File: src/hdl/ccs_pkg.sv
// Shared types and constants for the comment stripper.
package ccs_pkg;

    // Defaults for the top-level parameters.
    localparam int MAX_TAB_DEPTH_DEF = 255;
    localparam int QUEUE_DEPTH_DEF   = 4;

    // Configuration port.
    localparam int CFG_INDEX_W = 1;
    localparam logic [CFG_INDEX_W-1:0] CFG_EAT_NEWLINE      = 1'b0;
    localparam logic [CFG_INDEX_W-1:0] CFG_COLLECT_COMMENTS = 1'b1;

    // Result kinds.
    localparam logic [1:0] KIND_CODE    = 2'd0;
    localparam logic [1:0] KIND_COMMENT = 2'd1;
    localparam logic [1:0] KIND_CLEAR   = 2'd2;
    localparam logic [1:0] KIND_END     = 2'd3;

    // One result without its last flag.
    typedef struct packed {
        logic [1:0] kind;
        logic [7:0] ch;
    } res_t;

    // All results caused by one input item: one, or two when 'two' is set.
    typedef struct packed {
        logic two;
        res_t r0;
        res_t r1;
    } rec_t;

    // Status of the output side, for checking.
    typedef struct packed {
        logic pend_valid;
        logic take;
    } back_stat_t;

endpackage

File: src/hdl/ccs_front.sv
// Front end: configuration registers and the per-byte classifier state machine.
module ccs_front
    import ccs_pkg::*;
#(
    parameter int MAX_TAB_DEPTH = MAX_TAB_DEPTH_DEF
)
(
    input  logic                   clk,
    input  logic                   rst_n,
    input  logic                   cfg_valid,
    input  logic [CFG_INDEX_W-1:0] cfg_index,
    input  logic                   cfg_data,
    input  logic                   item_valid,
    input  logic [7:0]             in_byte,
    input  logic                   is_end,
    output logic                   wr_en,
    output rec_t                   wr_rec
);

    localparam int TW = $clog2(MAX_TAB_DEPTH + 1);

    localparam logic [3:0] M_CODE      = 4'd0;
    localparam logic [3:0] M_SLASH     = 4'd1;
    localparam logic [3:0] M_LINE_LEAD = 4'd2;
    localparam logic [3:0] M_LINE_BODY = 4'd3;
    localparam logic [3:0] M_BLK_TABS  = 4'd4;
    localparam logic [3:0] M_BLK_NLS   = 4'd5;
    localparam logic [3:0] M_BLK_BODY  = 4'd6;
    localparam logic [3:0] M_BLK_STAR  = 4'd7;
    localparam logic [3:0] M_AFTER_BLK = 4'd8;

    localparam logic [7:0] CH_SLASH = 8'h2F;
    localparam logic [7:0] CH_STAR  = 8'h2A;
    localparam logic [7:0] CH_BSL   = 8'h5C;
    localparam logic [7:0] CH_TAB   = 8'h09;
    localparam logic [7:0] CH_NL    = 8'h0A;
    localparam logic [7:0] CH_SPACE = 8'h20;

    typedef struct packed {
        logic [TW-1:0] td;
        logic [TW-1:0] tts;
        logic          emit;
    } body_t;

    // One byte of block comment text: tab stripping and depth tracking.
    function automatic body_t body_step(input logic [7:0] c, input logic [TW-1:0] td,
                                        input logic [TW-1:0] tts);
        body_t r;
        r.td   = td;
        r.tts  = tts;
        r.emit = 1'b1;
        if (c == CH_TAB && tts != '0)
        begin
            r.tts  = tts - TW'(1);
            r.emit = 1'b0;
        end
        else if (c == CH_NL)
        begin
            r.tts = td;
        end
        else if (tts != '0)
        begin
            r.td  = td - tts;
            r.tts = '0;
        end
        return r;
    endfunction

    logic          eat_reg;
    logic          collect_reg;
    logic [3:0]    mode_reg, mode_next;
    logic          esc_reg, esc_next;
    logic [TW-1:0] td_reg, td_next;
    logic [TW-1:0] tts_reg, tts_next;

    logic          e0_v, e1_v;
    res_t          e0, e1;
    logic          keep0, keep1;
    body_t         b_c, b_star, b_c2;

    assign b_c    = body_step(in_byte, td_reg, tts_reg);
    assign b_star = body_step(CH_STAR, td_reg, tts_reg);
    assign b_c2   = body_step(in_byte, b_star.td, b_star.tts);

    always_comb
    begin
        mode_next = mode_reg;
        esc_next  = esc_reg;
        td_next   = td_reg;
        tts_next  = tts_reg;
        e0_v      = 1'b0;
        e0        = '{kind: KIND_CODE, ch: 8'h00};
        e1_v      = 1'b0;
        e1        = '{kind: KIND_CODE, ch: 8'h00};

        if (is_end)
        begin
            if (mode_reg == M_SLASH)
            begin
                e0_v = 1'b1;
                e0   = '{kind: KIND_CODE, ch: CH_SLASH};
                e1_v = 1'b1;
                e1   = '{kind: KIND_END, ch: 8'h00};
            end
            else if (mode_reg == M_BLK_STAR)
            begin
                e0_v = 1'b1;
                e0   = '{kind: KIND_COMMENT, ch: CH_STAR};
                e1_v = 1'b1;
                e1   = '{kind: KIND_END, ch: 8'h00};
            end
            else
            begin
                e0_v = 1'b1;
                e0   = '{kind: KIND_END, ch: 8'h00};
            end
            mode_next = M_CODE;
            esc_next  = 1'b0;
            td_next   = '0;
            tts_next  = '0;
        end
        else
        begin
            case (mode_reg)
                M_SLASH:
                begin
                    if (in_byte == CH_SLASH)
                    begin
                        mode_next = M_LINE_LEAD;
                    end
                    else if (in_byte == CH_STAR)
                    begin
                        e0_v      = 1'b1;
                        e0        = '{kind: KIND_CLEAR, ch: 8'h00};
                        td_next   = '0;
                        tts_next  = '0;
                        mode_next = M_BLK_TABS;
                    end
                    else
                    begin
                        mode_next = M_CODE;
                        e0_v      = 1'b1;
                        e0        = '{kind: KIND_CODE, ch: CH_SLASH};
                        e1_v      = 1'b1;
                        e1        = '{kind: KIND_CODE, ch: in_byte};
                    end
                end
                M_LINE_LEAD, M_LINE_BODY:
                begin
                    if (mode_reg == M_LINE_BODY || (in_byte != CH_SPACE && in_byte != CH_TAB))
                    begin
                        // Leading blanks start the body with no escape pending.
                        mode_next = M_LINE_BODY;
                        e0_v      = 1'b1;
                        e0        = '{kind: KIND_COMMENT, ch: in_byte};
                        if (in_byte == CH_NL && !(mode_reg == M_LINE_BODY && esc_reg))
                        begin
                            e1_v      = !eat_reg;
                            e1        = '{kind: KIND_CODE, ch: in_byte};
                            mode_next = M_CODE;
                            esc_next  = 1'b0;
                        end
                        else if (in_byte == CH_BSL)
                        begin
                            esc_next = !(mode_reg == M_LINE_BODY && esc_reg);
                        end
                        else
                        begin
                            esc_next = 1'b0;
                        end
                    end
                end
                M_BLK_TABS, M_BLK_NLS, M_BLK_BODY:
                begin
                    if (mode_reg == M_BLK_TABS && in_byte == CH_TAB)
                    begin
                        if (td_reg < TW'(MAX_TAB_DEPTH))
                        begin
                            td_next = td_reg + TW'(1);
                        end
                    end
                    else if (mode_reg == M_BLK_TABS && in_byte == CH_NL && td_reg == '0)
                    begin
                        mode_next = M_BLK_NLS;
                    end
                    else if (mode_reg == M_BLK_NLS && in_byte == CH_NL)
                    begin
                        mode_next = M_BLK_NLS;
                    end
                    else if (in_byte == CH_STAR)
                    begin
                        mode_next = M_BLK_STAR;
                    end
                    else
                    begin
                        mode_next = M_BLK_BODY;
                        td_next   = b_c.td;
                        tts_next  = b_c.tts;
                        e0_v      = b_c.emit;
                        e0        = '{kind: KIND_COMMENT, ch: in_byte};
                    end
                end
                M_BLK_STAR:
                begin
                    if (in_byte == CH_SLASH)
                    begin
                        mode_next = M_AFTER_BLK;
                    end
                    else
                    begin
                        // The held star is comment text; then this byte is taken as usual.
                        e0_v = 1'b1;
                        e0   = '{kind: KIND_COMMENT, ch: CH_STAR};
                        if (in_byte == CH_STAR)
                        begin
                            mode_next = M_BLK_STAR;
                            td_next   = b_star.td;
                            tts_next  = b_star.tts;
                        end
                        else
                        begin
                            mode_next = M_BLK_BODY;
                            td_next   = b_c2.td;
                            tts_next  = b_c2.tts;
                            e1_v      = b_c2.emit;
                            e1        = '{kind: KIND_COMMENT, ch: in_byte};
                        end
                    end
                end
                M_AFTER_BLK:
                begin
                    mode_next = M_CODE;
                    if (!(in_byte == CH_NL && eat_reg))
                    begin
                        if (in_byte == CH_SLASH)
                        begin
                            mode_next = M_SLASH;
                        end
                        else
                        begin
                            e0_v = 1'b1;
                            e0   = '{kind: KIND_CODE, ch: in_byte};
                        end
                    end
                end
                default:
                begin
                    mode_next = M_CODE;
                    if (in_byte == CH_SLASH)
                    begin
                        mode_next = M_SLASH;
                    end
                    else
                    begin
                        e0_v = 1'b1;
                        e0   = '{kind: KIND_CODE, ch: in_byte};
                    end
                end
            endcase
        end
    end

    // Comment text and clear markers are dropped when collection is off.
    assign keep0 = e0_v && (collect_reg || e0.kind == KIND_CODE || e0.kind == KIND_END);
    assign keep1 = e1_v && (collect_reg || e1.kind == KIND_CODE || e1.kind == KIND_END);

    always_comb
    begin
        if (keep0)
        begin
            wr_rec.r0  = e0;
            wr_rec.r1  = e1;
            wr_rec.two = keep1;
        end
        else
        begin
            wr_rec.r0  = e1;
            wr_rec.r1  = e0;
            wr_rec.two = 1'b0;
        end
    end

    assign wr_en = item_valid && (keep0 || keep1);

    always_ff @(posedge clk or negedge rst_n)
    begin
        if (!rst_n)
        begin
            eat_reg     <= 1'b0;
            collect_reg <= 1'b1;
        end
        else if (cfg_valid)
        begin
            case (cfg_index)
                CFG_EAT_NEWLINE:      eat_reg     <= cfg_data;
                CFG_COLLECT_COMMENTS: collect_reg <= cfg_data;
                default:              eat_reg     <= eat_reg;
            endcase
        end
    end

    always_ff @(posedge clk or negedge rst_n)
    begin
        if (!rst_n)
        begin
            mode_reg <= M_CODE;
            esc_reg  <= 1'b0;
            td_reg   <= '0;
            tts_reg  <= '0;
        end
        else if (item_valid)
        begin
            mode_reg <= mode_next;
            esc_reg  <= esc_next;
            td_reg   <= td_next;
            tts_reg  <= tts_next;
        end
    end

endmodule

File: src/hdl/ccs_queue.sv
// Small queue of per-item result records between the front and back ends.
module ccs_queue
    import ccs_pkg::*;
#(
    parameter int DEPTH = QUEUE_DEPTH_DEF
)
(
    input  logic clk,
    input  logic rst_n,
    input  logic wr_en,
    input  rec_t wr_rec,
    input  logic rd_en,
    output rec_t rd_rec,
    output logic q_empty,
    output logic q_full
);

    localparam int PW = (DEPTH > 1) ? $clog2(DEPTH) : 1;
    localparam int CW = $clog2(DEPTH + 1);

    rec_t          mem [DEPTH];
    logic [PW-1:0] wptr_reg, rptr_reg;
    logic [CW-1:0] count_reg;

    function automatic logic [PW-1:0] bump(input logic [PW-1:0] p);
        logic [PW-1:0] r;
        r = (p == PW'(DEPTH - 1)) ? '0 : p + PW'(1);
        return r;
    endfunction

    assign rd_rec  = mem[rptr_reg];
    assign q_empty = (count_reg == '0);
    assign q_full  = (count_reg == CW'(DEPTH));

    always_ff @(posedge clk)
    begin
        if (wr_en)
        begin
            mem[wptr_reg] <= wr_rec;
        end
    end

    always_ff @(posedge clk or negedge rst_n)
    begin
        if (!rst_n)
        begin
            wptr_reg  <= '0;
            rptr_reg  <= '0;
            count_reg <= '0;
        end
        else
        begin
            if (wr_en)
            begin
                wptr_reg <= bump(wptr_reg);
            end
            if (rd_en)
            begin
                rptr_reg <= bump(rptr_reg);
            end
            if (wr_en && !rd_en)
            begin
                count_reg <= count_reg + CW'(1);
            end
            else if (rd_en && !wr_en)
            begin
                count_reg <= count_reg - CW'(1);
            end
        end
    end

endmodule

File: src/hdl/ccs_back.sv
// Back end: splits records into single results and holds the output register.
module ccs_back
    import ccs_pkg::*;
(
    input  logic       clk,
    input  logic       rst_n,
    input  logic       q_empty,
    input  rec_t       rd_rec,
    output logic       rd_en,
    input  logic       pop,
    output logic       empty,
    output logic [1:0] kind,
    output logic [7:0] out_byte,
    output logic       last,
    output back_stat_t stat
);

    logic out_valid_reg;
    logic pend_valid_reg;
    res_t out_reg;
    logic last_reg;
    res_t pend_reg;
    logic pop_fire;

    assign pop_fire = pop && out_valid_reg;
    assign rd_en    = !q_empty && !pend_valid_reg && (!out_valid_reg || pop);

    assign empty           = !out_valid_reg;
    assign kind            = out_reg.kind;
    assign out_byte        = out_reg.ch;
    assign last            = last_reg;
    assign stat.pend_valid = pend_valid_reg;
    assign stat.take       = rd_en;

    always_ff @(posedge clk or negedge rst_n)
    begin
        if (!rst_n)
        begin
            out_valid_reg  <= 1'b0;
            pend_valid_reg <= 1'b0;
        end
        else if (rd_en)
        begin
            out_valid_reg  <= 1'b1;
            pend_valid_reg <= rd_rec.two;
        end
        else if (pop_fire)
        begin
            out_valid_reg  <= pend_valid_reg;
            pend_valid_reg <= 1'b0;
        end
    end

    always_ff @(posedge clk)
    begin
        if (rd_en)
        begin
            out_reg  <= rd_rec.r0;
            last_reg <= !rd_rec.two;
            pend_reg <= rd_rec.r1;
        end
        else if (pop_fire && pend_valid_reg)
        begin
            out_reg  <= pend_reg;
            last_reg <= 1'b1;
        end
    end

endmodule

File: src/hdl/c_comment_stripper.sv
// Top level of the C and C++ comment stripper.
//
//   Channel   Signals                           Moves
//   input     push, full, in_byte, is_end       one source byte or end mark
//   result    empty, pop, kind, out_byte, last  one code/comment/clear/end result
//   config    cfg_valid, cfg_ready, cfg_index,  one register write
//             cfg_data
//
// One input byte is accepted every cycle while full is low; each byte yields zero, one
// or two results, and the output side delivers one result per cycle while pop is high, so
// the sustained rate is one item per cycle except for items that cause two results, which
// hold the output side for both. A result's record is written into the queue at the edge
// that accepts its byte and moves on to the output register once the output side is free.
// The byte classifier is a state machine whose results are combinational; the record queue
// between it and the output stage absorbs stalls on the result side.
// Reset is asynchronous and active low and needs no clearing pass; cfg_ready is always high.
module c_comment_stripper
    import ccs_pkg::*;
#(
    parameter int MAX_TAB_DEPTH = MAX_TAB_DEPTH_DEF,
    parameter int QUEUE_DEPTH   = QUEUE_DEPTH_DEF
)
(
    input  logic                   clk,
    input  logic                   rst_n,
    input  logic                   push,
    output logic                   full,
    input  logic [7:0]             in_byte,
    input  logic                   is_end,
    output logic                   empty,
    input  logic                   pop,
    output logic [1:0]             kind,
    output logic [7:0]             out_byte,
    output logic                   last,
    input  logic                   cfg_valid,
    output logic                   cfg_ready,
    input  logic [CFG_INDEX_W-1:0] cfg_index,
    input  logic                   cfg_data
);

    logic       item_valid;
    logic       wr_en;
    rec_t       wr_rec;
    logic       rd_en;
    rec_t       rd_rec;
    logic       q_empty;
    logic       q_full;
    back_stat_t stat;

    // A byte transfer completes whenever the record queue has room.
    assign full       = q_full;
    assign item_valid = push && !q_full;
    assign cfg_ready  = 1'b1;

    ccs_front #(
        .MAX_TAB_DEPTH(MAX_TAB_DEPTH)
    ) u_front (
        .clk       (clk),
        .rst_n     (rst_n),
        .cfg_valid (cfg_valid),
        .cfg_index (cfg_index),
        .cfg_data  (cfg_data),
        .item_valid(item_valid),
        .in_byte   (in_byte),
        .is_end    (is_end),
        .wr_en     (wr_en),
        .wr_rec    (wr_rec)
    );

    ccs_queue #(
        .DEPTH(QUEUE_DEPTH)
    ) u_queue (
        .clk    (clk),
        .rst_n  (rst_n),
        .wr_en  (wr_en),
        .wr_rec (wr_rec),
        .rd_en  (rd_en),
        .rd_rec (rd_rec),
        .q_empty(q_empty),
        .q_full (q_full)
    );

    ccs_back u_back (
        .clk     (clk),
        .rst_n   (rst_n),
        .q_empty (q_empty),
        .rd_rec  (rd_rec),
        .rd_en   (rd_en),
        .pop     (pop),
        .empty   (empty),
        .kind    (kind),
        .out_byte(out_byte),
        .last    (last),
        .stat    (stat)
    );

    // A held second result implies the first one is on the outputs.
    a_pend_shown: assert property (@(posedge clk) disable iff (!rst_n)
        stat.pend_valid |-> !empty)
        else $error("second result held while output register is empty");

    // While a second result is held, the shown result is not the last of its item.
    a_pend_not_last: assert property (@(posedge clk) disable iff (!rst_n)
        stat.pend_valid |-> !last)
        else $error("first of a result pair marked last");

    // Taking the first of a pair leaves the second on the outputs next cycle.
    a_pair_follows: assert property (@(posedge clk) disable iff (!rst_n)
        (pop && !empty && !last) |=> !empty)
        else $error("second result of an item lost");

    // The output stage only takes records that are in the queue.
    a_take_nonempty: assert property (@(posedge clk) disable iff (!rst_n)
        stat.take |-> !q_empty)
        else $error("record taken from an empty queue");

endmodule

File: config.mk
export PLATFORM = sky130hd
export DESIGN_NAME = c_comment_stripper
export DESIGN_NICKNAME = d
export VERILOG_FILES = /design/src/hdl/ccs_pkg.sv /design/src/hdl/ccs_front.sv /design/src/hdl/ccs_queue.sv /design/src/hdl/ccs_back.sv /design/src/hdl/c_comment_stripper.sv
export SDC_FILE = /design/constraint.sdc
export NUM_CORES = 1
export LEC_CHECK = 0
export ABC_CLOCK_PERIOD_IN_PS = 11300
export BUFFER_PORTS_ARGS = -buffer_cell sky130_fd_sc_hd__buf_2
export CORE_MARGIN = 1
export CORE_UTILIZATION = 45
export CTS_BUF_LIST = sky130_fd_sc_hd__clkbuf_16
export DETAILED_ROUTE_END_ITERATION = 10
export PLACE_DENSITY_LB_ADDON = 0.08
export RECOVER_POWER = 100
export SKIP_CTS_REPAIR_TIMING = 1
export SLEW_MARGIN = 15
export SYNTH_ARGS = -nofsm -noshare
export SYNTH_HDL_FRONTEND = slang
export SYNTH_SLANG_ARGS = --single-unit
File: constraint.sdc
create_clock -name clk -period 11.3 [get_ports clk]
set_input_delay 2.26 -clock clk [delete_from_list [all_inputs] [get_ports clk]]
set_output_delay 2.26 -clock clk [all_outputs]
set_load 0.005 [all_outputs]
Word-level counts from Yosys, hierarchy flattened
Memories as Yosys holds them, arrays and structs flattened.
Index checks and enable logic that the tools add are counted.
- equality and inequality tests: 34
- order comparisons: 1
- reduce and logical (&&, ||, !) cells: 56
- bitwise gates (word level): 1
- $add $sub $neg: 9
- muxes and demuxes: 106
- operator list (cell ; number):
    $mux W8 ; 28
    $mux W10 ; 17
    $pmux W10 S5 ; 1
    $pmux W8 S3 ; 2
    $mux W1 ; 34
    $mux W16 ; 2
    $mux W4 ; 8
    $pmux W10 S3 ; 1
    $mux W9 ; 3
    $mux W21 ; 1
    $ne A3 B3 Y1 const B ; 7
    $logic_and A1 B1 Y1 ; 20
    $pmux W4 S5 ; 1
    $eq A4 B3 Y1 const B ; 4
    $eq A8 B4 Y1 const B ; 2
    $eq A8 B6 Y1 const B ; 2
    $ne A4 B3 Y1 const B ; 4
    $reduce_bool A8 Y1 ; 2
    $sub A8 B1 Y8 const B ; 2
    $sub A8 B8 Y8 ; 2
    $reduce_and A11 Y1 ; 1
    $reduce_bool A2 Y1 ; 5
    $logic_not A1 Y1 ; 9
    $mux W3 ; 3
    28 further kinds ; 46
- output and inout bits: 14
- bits in writable memories: 84
- register bits after elaboration: 53
- word-level logic and storage cells: 224
- memories: 1
- bits of input ports: 16
- memory list (name ; words ; width ; read ports ; clocked after Yosys merged registers in ; wr ports ; RTL line ; text):
    u_queue.mem ; 4 ; 21 ; 1 ; 0 ; 1 ; ccs_queue.sv:21 ; rec_t mem [DEPTH];

Longest topological paths before layout
Gate-level depths: netlist of the first run.
- word-level depth: 18
- gate-level depth with buffers: 16
- mapped depth without buffers: 15

Cells and area by module
A second synthesis of the first run with hierarchy kept.
- cell total of the unflattened synthesis: 675
- area total of the unflattened synthesis: 7930.1 um2
- modules (own cells, without submodules) (module ; area an instance (um2) ; seq. area each (um2) ; cells each ; times used):
    ccs_front ; 3488.3 ; 576.8 ; 475 ; 1
    ccs_queue ; 3479.6 ; 2697.6 ; 147 ; 1
    ccs_back ; 937.1 ; 680.7 ; 50 ; 1
    c_comment_stripper ; 25.0 ; 0.0 ; 3 ; 1

Worst setup path before layout of the first run
OpenSTA, ideal clock, no wires.
- kind: input -> register
- start point: input in_byte[4]
- end point: register u_queue.count_reg[2]
- required time: 11221 ps
- setup slack: 6248 ps
- stages: 14
- arrival time: 4973 ps
- buffers on the path: 1
- library setup time: 79 ps
- cell sequence: or3_1 > or3_1 > buf_2 > a22oi_2 > o211a_1 > a211o_2 > nand2_4 > a21boi_4 > ha_1 > inv_1 > fa_1 > xor2_1 > nor2_1 > xor2_1
- longest elaborated chain between the ends: 16
- elaborated cells on any way between the ends: 65
- classes of those cells: eq/ne: 8; mux: 33; reduce/logical: 24
- RTL lines (item ; RTL line ; text):
    start: declaration ; c_comment_stripper.sv:28 ; input logic [7:0] in_byte,
    $eq A8 B6 Y1 or $eq A8 B4 Y1 (tied branches) ; - ;
    $mux W9 (tied with other cells) ; ccs_front.sv:190, ccs_front.sv:214 ;
    $mux W10 or $logic_and A1 B1 Y1 (tied branches) ; ccs_front.sv:186, ccs_front.sv:182 ;
    $mux W10 ; ccs_front.sv:182 ; else if (mode_reg == M_BLK_TABS && in_byte == CH_NL && td_reg == '0)
    $mux W10 ; ccs_front.sv:175 ; if (mode_reg == M_BLK_TABS && in_byte == CH_TAB)
    $pmux W10 S5 ; ccs_front.sv:124 ; case (mode_reg)
    $mux W10 ; ccs_front.sv:96 ; if (is_end)
    $logic_not A2 Y1 ; ccs_front.sv:264 ; assign keep0 = e0_v && (collect_reg || e0.kind == KIND_CODE || e0.kind == KIND_END);
    $logic_or A1 B1 Y1 (2 in series) ; ccs_front.sv:264 ;
    $logic_and A1 B1 Y1 ; ccs_front.sv:264 ;
    $logic_or A1 B1 Y1 * ; ccs_front.sv:283 ; assign wr_en = item_valid && (keep0 || keep1);
    $logic_and A1 B1 Y1 * ; ccs_front.sv:283 ;
    net u_front.wr_en ; ccs_front.sv:16 ; output logic wr_en,
    $logic_not A1 Y1 ; ccs_queue.sv:65 ; else if (rd_en && !wr_en)
    $logic_and A1 B1 Y1 ; ccs_queue.sv:65 ;
    $reduce_bool A2 Y1 (no source line) ; - ;
    end signal: assignment ; ccs_queue.sv:63 ; count_reg <= count_reg + CW'(1);
    end signal: assignment ; ccs_queue.sv:67 ; count_reg <= count_reg - CW'(1);
    end: declaration ; ccs_queue.sv:23 ; logic [CW-1:0] count_reg;
The timed path passes the listed nets; every way through them passes the cells marked *.
A chain may end at the register's enable or synchronous reset.

Final worst setup path of the first run
- start point: input in_byte[3]
- end point: memory u_queue.mem[0][18] in the netlist's numbering (enable)
- longest elaborated chain between the ends: 15
- elaborated cells on any way between the ends: 62
- classes of those cells: eq/ne: 8; mux: 34; reduce/logical: 20
- RTL lines (item ; RTL line ; text):
    $eq A8 B6 Y1 or $eq A8 B4 Y1 (tied branches) ; - ;
    $mux W9 (tied with other cells) ; ccs_front.sv:190, ccs_front.sv:214 ;
    $mux W10 or $logic_and A1 B1 Y1 (tied branches) ; ccs_front.sv:186, ccs_front.sv:182 ;
    $mux W10 ; ccs_front.sv:182 ;
    $mux W10 ; ccs_front.sv:175 ;
    $pmux W10 S5 ; ccs_front.sv:124 ;
    $mux W10 ; ccs_front.sv:96 ;
    $logic_not A2 Y1 ; ccs_front.sv:264 ;
    $logic_or A1 B1 Y1 (2 in series) ; ccs_front.sv:264 ;
    $logic_and A1 B1 Y1 ; ccs_front.sv:264 ;
    $logic_or A1 B1 Y1 * ; ccs_front.sv:283 ;
    $logic_and A1 B1 Y1 * ; ccs_front.sv:283 ;
    net u_front.wr_en ; ccs_front.sv:16 ;
    $mux W1 * ; ccs_queue.sv:37 ; if (wr_en)
    $mux W1 (not written as such) * ; ccs_queue.sv:39 ; mem[wptr_reg] <= wr_rec;
    end: declaration ; ccs_queue.sv:21 ;
Marks and branches as above.

==> key figures, run 1 <==
Clocking
  – Root buf cell: clkbuf_16
  – Clock-pin slew on the worst setup and hold paths: 70 ps
  – CTS Buffer Depth: 2
  – Num CTS Buffers: 17
  – # clock sinks: 137
  – CTS tree: yes
  – Skew-Pair Late Insertion Delay: 420 ps
  – Htree depth: 4

STA
  – Minimum clock period: 6858 ps
  – TNS Setup: 0 ps
  – Fmax: 145.8 MHz
  – Setup repair after global routing missed its margin: false
  – Final worst setup slack: 4442 ps
  – Slew @ Worst Pin: 1976 ps
  – Worst slew margin: -31.76%
  – Endpoints failing setup: 0
  – Post-Route Skew: 16.41 ps
  – Hold Fails Final Rpt: 0
  – Fin crit share: 60.69%
  – Max-slew violation count: 137

Place
  – Final HPWL DP: 12.78 mm
  – DP Area: 7996 sq um
  – Dpl cells: 873
  – IO Port Bufs: 28
  – Placer Congestion: 0.8893
  – Dpl ws: 5494 ps

Routing
  – Drt first-iter violations: 503
  – 1st-pass router iterations: 5
  – Total number of vias: 5389
  – Vias/cell: 5.955
  – # DRC: 0
  – Post-route ant nets: 0
  – Routed WL: 18.06 mm
  – WL per Instance: 19.96 microns

Floorplan
  – Top-Level Pins: 30
  – Die footprint: 17570 sq um
  – Initial Util: 46.09%
  – Die X: 132.6 microns
  – Core Area: 16640 sq um
  – Die Y: 132.6 microns
  – # rows: 47

Final layout
  – Nets: 714
  – Layout cells sized above 1: 15.77%
  – Non-filler instance count after layout: 905
  – Max reg flops: 84
  – # diodes: 0
  – P&R area growth vs syn: 11.14%
  – Cell area after layout: 8526 sq um
  – Util after Layout: 51.23%

Logic synthesis
  – Ys async rst share: 23.36%
  – Commonest cells post-synth: edfxtp_1, nand2_1, nor2_1
  – Leading area contributor after synthesis: edfxtp_1
  – Yosys cell types: 81
  – Top cell type's share of synthesized area: 41.10%
  – Sequential cell area fraction in the yosys report: 51.56%
  – Yosys reg bits: 137
  – Warnings from Yosys: 0
  – Mapped Area: 7671 sq um
  – Ys flop type: edfxtp_1
  – Most frequent cell after synthesis: edfxtp_1
  – Post-synth EDFFs: 105
  – Mapped Cells: 648
  – Largest cells by area after synthesis: edfxtp_1, dfrtp_1, mux4_2
  – Avg Inst Size Synth: 11.84 sq um

Worst hold path
  – Worst hold path type: register to register

Critical path
  – Cells along the critical path: clkbuf_1, nor2b_1, nand4_1, o31ai_1, o211a_1, a211o_2, nand2_1, a21boi_0, and2_0
  – R2R cell count: 7
  – WP depth: 9
  – Startpoint types: primary input
  – Slowest stage delay, CP: 1290 ps
  – CP endpoint: u_queue.mem[0][18]$_DFFE_PP_
  – Worst path required time: 11310 ps
  – CP Class: primary input to register
  – Worst setup path startpoint: in_byte[3]
  – Worst-path fanout max: 21
  – Crit path buf inv count: 1
  – Worst Path Arrival: 6870 ps
  – Max stage delay cell, worst path: and2_0
  – CP Capture Type: register
  – Reg2reg start: u_front.tts_reg[2]$_DFFE_PN0P_
  – R2R Setup Slk: 5940 ps
  – Worst R2R End: u_queue.mem[0][18]$_DFFE_PP_
  – Largest delay contributor family on the critical path: simple AND/OR/NAND/NOR gates

Global routing
  – First-pass GRT wire length: 29.38 mm
  – Gr usage total: 21.81%
  – Largest net degree at the start of global routing: 33
  – Vias in the first global route: 5469
  – Initial antenna violation count: 0
  – Gr ovfl total: 0

Power and ir drop
  – Sequential share of power: 43.6%
  – Peak VDD IR: 0.1149 mV
  – Leak Pwr: 0.003091 uW
  – Comb power frac: 22.2%
  – Clk network pwr share: 34.2%
  – P_int: 1195 uW
  – P per Cell Area: 195.6 nW/um^2
  – NetSw: 473.2 uW
  – Switching Fraction: 28.37%

Run status
  – Status: finished, violations left
  – Failing checks: max-capacitance violations, max-slew violations

Job
  – MaxCap Viol Count: 6
-- layer usage --
| metal | part of all wire, % | vias to the layer above | GRT usage, % |
|---|---|---|---|
| met1 | 42 | 2713 | 27.03 |
| met3 | 4.3 | 27 | 3.985 |
| met4 | 1.7 | 0 | 6.897 |
| met5 | 0 | - | 0 |
| li1 | - | 2503 | - |
| met2 | 52 | 146 | 38.51 |
-- power groups by stage --
stage	logic [uW]	clock network, uW	registers (uW)
final	371	570	726
after global routing	416	601	739
after CTS	395	581	726
after detailed placement	394	0	736
after global placement	382	0	732
after floorplan	277	0	727
-- how the worst min path moves through the flow --
| stage | from | to | slack (ps) | cells past startpoint |
|---|---|---|---|---|
| 2_1_floorplan | u_front.esc_reg$_DFFE_PN0P_ | u_front.esc_reg$_DFFE_PN0P_ | 440 | 2 |
| 4_1_cts | u_front.esc_reg$_DFFE_PN0P_ | u_front.esc_reg$_DFFE_PN0P_ | 490 | 2 |
| 6_report | u_front.esc_reg$_DFFE_PN0P_ | u_front.esc_reg$_DFFE_PN0P_ | 490 | 2 |
| 3_3_place_gp | u_front.esc_reg$_DFFE_PN0P_ | u_front.esc_reg$_DFFE_PN0P_ | 470 | 2 |
| 5_1_grt | u_queue.count_reg[2]$_DFFE_PN0P_ | u_queue.count_reg[2]$_DFFE_PN0P_ | 520 | 1 |
| 3_5_place_dp | u_front.esc_reg$_DFFE_PN0P_ | u_front.esc_reg$_DFFE_PN0P_ | 480 | 2 |
-- stage by stage --
stage	total power [uW]	hold WS [ps]
after floorplan	1005	443.6
after global placement	1114	472.6
after detailed placement	1130	476.6
after CTS	1702	493.8
after global routing	1756	518.4
final	1668	489.2
-- worst min-delay path: stages (launching register included) --
cell	delay (ps)
dfrtp_1	350
nand2_1	50
o41ai_1	60
-- kinds of logic after synthesis --
group                    after synthesis  synth area share, %
buffers and inverters                 56                3.164
adder cells (fa/ha/maj)               26                4.534
XOR/XNOR                              23                2.626
AND/OR/NAND/NOR                      207                14.04
AO/OA/AOI/OAI                        146                13.49
multiplexers                          52                10.54
other                                  1              0.04888
flip-flops                           137                51.56
-- layout by cell type, fill, tap and decap left out, types with 7 or more instances in the layout --
cell	Yosys	final
nor2b_1	8	8
clkbuf_1	16	14
edfxtp_1	105	105
mux2_2	17	15
a22o_1	8	8
o21ai_0	26	29
nand2_1	62	63
mux2i_1	11	11
buf_2	8	16
nand3_1	14	14
clkbuf_16	0	17
mux4_2	21	21
nand2b_1	12	12
dfrtp_1	31	31
xor2_1	7	7
or2_2	8	8
o22ai_1	8	8
xnor2_1	16	16
a21oi_1	31	31
ha_1	23	23
nor2_1	42	42
a21o_1	13	13
o31ai_1	8	10
inv_1	23	23
nor3_1	15	15
-- cell type report --
cell class / count / area (sq um)
repair buffers: 33 / 151.4
fillers: 1496 / 8117
flip-flops and latches: 137 / 3955
inverters: 23 / 86.33
clock inverters: 15 / 182.7
multi-input cells: 460 / 3450
well taps: 220 / 275.3
clock buffers: 17 / 425.4
No activity file was read; power rests on OpenSTA's default activity.
==> inputs of run 2 (changes only) <==
--- a/config.mk
+++ b/config.mk
@@ -5,7 +5,7 @@
 export SDC_FILE = /design/constraint.sdc
 export NUM_CORES = 1
 export LEC_CHECK = 0
-export ABC_CLOCK_PERIOD_IN_PS = 11300
+export ABC_CLOCK_PERIOD_IN_PS = 5700
 export BUFFER_PORTS_ARGS = -buffer_cell sky130_fd_sc_hd__buf_2
 export CORE_MARGIN = 1
 export CORE_UTILIZATION = 45
==> constraint.sdc (replaced) <==
create_clock -name clk -period 5.7 [get_ports clk]
set_input_delay 1.14 -clock clk [delete_from_list [all_inputs] [get_ports clk]]
set_output_delay 1.14 -clock clk [all_outputs]
set_load 0.005 [all_outputs]
==> run 2 against run 1 <==
Critical path type unchanged. Largest cell class unchanged. Via count fell by 1.4%. Routed wire length fell by 0.24%. The flow still finishes with violations (max-capacitance violations, max-slew violations). Sequential power rose by 100%.
==> key figures, run 2 (synthesis results as in run 1) <==
Clocking
  – Htree depth: 4
  – CTS Buffer Depth: 2
  – Skew-Pair Late Insertion Delay: 420 ps
  – Root buf cell: clkbuf_16
  – Clock-pin slew on the worst setup and hold paths: 60 ps
  – Num CTS Buffers: 17
  – CTS tree: yes
  – # clock sinks: 137

Floorplan
  – Core Area: 16640 sq um
  – Die Y: 132.6 microns
  – Die footprint: 17570 sq um
  – Die X: 132.6 microns
  – Initial Util: 46.09%
  – # rows: 47
  – Top-Level Pins: 30

Final layout
  – Layout cells sized above 1: 16.96%
  – Util after Layout: 51.45%
  – # diodes: 0
  – Most frequent cells in the layout: edfxtp_1, nand2_1, nor2_1
  – # fillers: 1485
  – Max reg flops: 84
  – Most common cell after layout, fill and taps aside: edfxtp_1
  – Nets: 719
  – Cell area after layout: 8562 sq um
  – P&R area growth vs syn: 11.61%

Global routing
  – Initial antenna violation count: 0
  – Largest net degree at the start of global routing: 33
  – Vias in the first global route: 5302
  – Gr ovfl total: 0
  – Gr usage total: 21.60%
  – First-pass GRT wire length: 28.81 mm

Power and ir drop
  – Peak VDD IR: 0.2035 mV
  – Leak Pwr: 0.003119 uW
  – P per Cell Area: 379.9 nW/um^2

Critical path
  – R2R cell count: 13
  – Slowest stage delay, CP: 670 ps
  – Reg2reg start: u_front.tts_reg[2]$_DFFE_PN0P_
  – Max stage delay cell, worst path: o31ai_1
  – Worst-path fanout max: 16
  – Startpoint types: primary input
  – R2R Setup Slk: 1570 ps
  – Top cell by count, worst path: xor2_1
  – Worst setup path startpoint: in_byte[4]
  – Worst R2R End: u_queue.count_reg[1]$_DFFE_PN0P_
  – Cells along the critical path: clkbuf_1, nor3_1, nand4_1, o31ai_1, o211a_1, a211o_2, nand2_4, a21boi_4, ha_1, inv_1, fa_1, xor2_1, nor2_1, xor2_1
  – CP Class: primary input to register
  – CP Capture Type: register
  – Worst Path Arrival: 4920 ps
  – Worst path required time: 6040 ps

Run status
  – Status: finished, violations left
  – Failing checks: max-capacitance violations, max-slew violations

STA
  – Post-Route Skew: 14.68 ps
  – Hold Fails Final Rpt: 0
  – Endpoints failing setup: 0
  – Max-slew violation count: 49
  – Hold WS: 490.0 ps
  – Slew @ Worst Pin: 1904 ps
  – Setup repair after global routing missed its margin: false
  – Fmax: 218.4 MHz
  – Fin crit share: 80.33%
  – Worst slew margin: -26.96%
  – Minimum clock period: 4579 ps
  – TNS Setup: 0 ps

Place
  – IO Port Bufs: 28
  – DP Area: 8034 sq um
  – Placer Congestion: 0.9075
  – Final HPWL DP: 12.73 mm

Job
  – MaxCap Viol Count: 2

Routing
  – Total number of vias: 5311
  – 1st-pass router iterations: 4
  – Drt first-iter violations: 364
  – Vias/cell: 5.836
  – WL per Instance: 19.80 microns
  – Routed WL: 18.02 mm
  – Post-route ant nets: 0
  – # DRC: 0

Worst hold path
  – Hold_sp: u_front.esc_reg$_DFFE_PN0P_
  – Worst hold stages: 2
  – Worst hold path type: register to register
  – WHS Endpoint: u_front.esc_reg$_DFFE_PN0P_
==> run 2: cell count changes in the layout (fill, tap and decap cells not counted), moves of 2 or more <==
cell / delta
and2_0: -4
and2_1: +4
buf_2: +2
buf_4: +5
clkinv_4: +4
inv_6: -5
inv_8: -2
==> run 2: metrics by stage <==
stage,cells,power (uW),setup WS [ps]
final,910,3253,1121
after global routing,910,3429,699.6
after CTS,910,3310,1582
after detailed placement,878,2237,1189
after global placement,878,2223,1308
after floorplan,653,1992,1768
==> run 2: cell type report <==
cell class | count | area (sq um) | share of cell area (%)
clock inverter | 15 | 155.1 | 1.812
multi-input combinational | 460 | 3473 | 40.57
tap | 220 | 275.3 | 3.215
clock buffer | 17 | 425.4 | 4.969
timing repair buffer | 38 | 191.4 | 2.236
inverter | 23 | 86.33 | 1.008
sequential | 137 | 3955 | 46.19
==> run 2: worst max path at each step <==
stage / endpoint / slack, ps / depth (start not counted)
after global placement: u_queue.count_reg[2]$_DFFE_PN0P_ / 1310 / 14
after global routing: u_queue.count_reg[2]$_DFFE_PN0P_ / 700 / 14
final: u_queue.count_reg[2]$_DFFE_PN0P_ / 1120 / 14
after detailed placement: u_queue.count_reg[2]$_DFFE_PN0P_ / 1190 / 14
after floorplan: u_queue.count_reg[2]$_DFFE_PN0P_ / 1770 / 14
after CTS: u_queue.count_reg[1]$_DFFE_PN0P_ / 1580 / 13
==> run 2: where the power goes <==
group	internal, uW	switching [uW]
sequential	1360	89.0
combinational	350	381
clock	644	427
==> run 2: metal layers <==
layer | track usage [%] | vias up | wire [microns] | part of all wire (%)
li1 | - | 2510 | - | -
met1 | 27.01 | 2628 | 7746 | 43
met2 | 37.02 | 134 | 9177 | 51
met3 | 3.755 | 39 | 674 | 3.7
met4 | 8.940 | 0 | 419 | 2.3
met5 | 0 | - | 0 | 0
==> run 2: critical path: cells and delay by family <==
| kind | cells | cell delay, ps |
|---|---|---|
| AO/OA/AOI/OAI | 4 | 1460 |
| AND/OR/NAND/NOR | 4 | 1190 |
| buffers and inverters | 2 | 180 |
| adder cells (fa/ha/maj) | 2 | 640 |
| XOR/XNOR | 2 | 300 |
==> inputs of run 3 (changes only) <==
--- a/config.mk
+++ b/config.mk
@@ -5,7 +5,7 @@
 export SDC_FILE = /design/constraint.sdc
 export NUM_CORES = 1
 export LEC_CHECK = 0
-export ABC_CLOCK_PERIOD_IN_PS = 5700
+export ABC_CLOCK_PERIOD_IN_PS = 4300
 export BUFFER_PORTS_ARGS = -buffer_cell sky130_fd_sc_hd__buf_2
 export CORE_MARGIN = 1
 export CORE_UTILIZATION = 45
==> constraint.sdc (replaced) <==
create_clock -name clk -period 4.3 [get_ports clk]
set_input_delay 0.86 -clock clk [delete_from_list [all_inputs] [get_ports clk]]
set_output_delay 0.86 -clock clk [all_outputs]
set_load 0.005 [all_outputs]
==> run 3 against run 2 <==
The run still ends with max-capacitance violations, max-slew violations left. Cell area up 1.2%. Critical path depth decreased by 6. Global-route usage up 0.11 points. Non-clock buffer count up 11. Total power grew 35%. Sequential power increased by 35%. Routed wire length rose by 0.58%. Critical path type unchanged.
==> key figures, run 3 (synthesis results as in run 1) <==
Run status
  – Status: finished, violations left
  – Failing checks: max-capacitance violations, max-slew violations

Place
  – IO Port Bufs: 28
  – Dpl cells: 889
  – Final HPWL DP: 12.97 mm
  – Placer Congestion: 0.9094

Routing
  – Routed WL: 18.12 mm
  – 1st-pass router iterations: 5
  – Drt first-iter violations: 476
  – WL per Instance: 19.68 microns
  – Post-route ant nets: 0
  – # DRC: 0
  – Vias/cell: 5.878
  – Total number of vias: 5414

Global routing
  – Largest net degree at the start of global routing: 33
  – Gr ovfl total: 0
  – Vias in the first global route: 5374
  – Gr usage total: 21.70%
  – Initial antenna violation count: 0
  – First-pass GRT wire length: 28.90 mm

Power and ir drop
  – Sequential share of power: 44.4%
  – Leak Pwr: 0.003184 uW
  – P_int: 3189 uW
  – NetSw: 1215 uW
  – Comb power frac: 21.2%
  – Switching Fraction: 27.59%
  – P per Cell Area: 508.2 nW/um^2
  – Clk network pwr share: 34.4%
  – Peak VDD IR: 0.2794 mV

Worst hold path
  – Hold_sp: u_front.esc_reg$_DFFE_PN0P_
  – WHS Endpoint: u_front.esc_reg$_DFFE_PN0P_
  – Worst hold stages: 2
  – Worst hold path type: register to register

Floorplan
  – Die X: 132.6 microns
  – Initial Util: 46.09%
  – Die Y: 132.6 microns
  – Top-Level Pins: 30
  – Die footprint: 17570 sq um
  – Core Area: 16640 sq um
  – # rows: 47

Final layout
  – Most frequent cells in the layout: edfxtp_1, nand2_1, nor2_1
  – # diodes: 0
  – Most common cell after layout, fill and taps aside: edfxtp_1
  – Non-filler instance count after layout: 921
  – Layout cells sized above 1: 18.69%
  – Nets: 730
  – # fillers: 1460
  – P&R area growth vs syn: 12.98%
  – Max reg flops: 84

Critical path
  – R2R cell count: 12
  – Worst-path fanout max: 15
  – Worst Path Arrival: 3960 ps
  – CP Capture Type: register
  – Startpoint types: primary input
  – Worst R2R End: u_queue.count_reg[1]$_DFFE_PN0P_
  – Reg2reg start: u_front.tts_reg[2]$_DFFE_PN0P_
  – Worst path required time: 4430 ps
  – R2R Setup Slk: 480 ps
  – CP Class: primary input to register

Clocking
  – Clock-pin slew on the worst setup and hold paths: 70 ps
  – # clock sinks: 137
  – CTS tree: yes
  – Num CTS Buffers: 17
  – Root buf cell: clkbuf_16
  – Skew-Pair Late Insertion Delay: 420 ps
  – CTS Buffer Depth: 2
  – Htree depth: 4

STA
  – Minimum clock period: 3826 ps
  – Fin crit share: 88.99%
  – Max-slew violation count: 33
  – Post-Route Skew: 12.49 ps
  – TNS Setup: 0 ps
  – Setup repair after global routing missed its margin: false
  – Worst slew margin: -27.51%
  – Hold Fails Final Rpt: 0
  – Endpoints failing setup: 0
  – Fmax: 261.3 MHz
  – Slew @ Worst Pin: 1913 ps

Job
  – MaxCap Viol Count: 1
run 3: per-stage QoR:
step	hold WS (ps)	util [%]	setup slack, ps	cell area (sq um)	power (uW)
6_report	487.5	52.08	473.6	8667	4405
4_1_cts	495.5	52.45	473.0	8730	4488
5_1_grt	535.6	52.08	225.4	8667	4633
2_1_floorplan	443.6	-	567.7	7690	2641
3_3_place_gp	476.4	48.77	280.4	8117	2946
3_5_place_dp	480.8	48.77	237.6	8117	2973
run 3: worst max-delay path: stages:
cell	delay [ps]
clkbuf_1	110
nor3_1	450
nand3_1	330
or3_1	470
a211o_2	380
nand2_4	90
clkbuf_1	630
mux2i_1	640
run 3: cell type report:
class | count | area (sq um) | area share [%]
timing repair buffer | 49 | 260.3 | 3.003
multi-input combinational | 460 | 3477 | 40.12
inverter | 23 | 86.33 | 0.9961
clock buffer | 17 | 425.4 | 4.908
sequential | 137 | 3955 | 45.63
clock inverter | 15 | 187.7 | 2.165
tap | 220 | 275.3 | 3.176
run 3: metal layers:
| metal | global-route usage (%) | wire (microns) | vias up | part of all wire (%) |
|---|---|---|---|---|
| met5 | 0 | 0 | - | 0 |
| met4 | 10.79 | 594 | 0 | 3.3 |
| met3 | 3.908 | 707 | 39 | 3.9 |
| met2 | 36.32 | 8982 | 144 | 50 |
| met1 | 27.11 | 7837 | 2703 | 43 |
| li1 | - | - | 2528 | - |
run 3: power by group through the flow:
stage          clock network, uW  logic [uW]  registers [uW]
6_report                    1520         934            1960
5_1_grt                     1600        1030            2000
4_1_cts                     1540         989            1960
3_5_place_dp                   0         986            1990
3_3_place_gp                   0         969            1980
2_1_floorplan                  0         729            1910
run 3: how the worst max path moves through the flow:
stage / start / end / slack, ps / cells past startpoint
floorplan: u_front.tts_reg[2]$_DFFE_PN0P_ / u_queue.count_reg[1]$_DFFE_PN0P_ / 570 / 13
global placement: in_byte[4] / u_queue.count_reg[2]$_DFFE_PN0P_ / 280 / 14
detailed placement: in_byte[4] / u_queue.count_reg[2]$_DFFE_PN0P_ / 240 / 14
CTS: u_front.tts_reg[2]$_DFFE_PN0P_ / u_queue.count_reg[1]$_DFFE_PN0P_ / 470 / 12
global route: in_byte[4] / u_queue.mem[0][10]$_DFFE_PP_ / 230 / 9
finish: in_byte[4] / u_queue.mem[1][10]$_DFFE_PP_ / 470 / 8
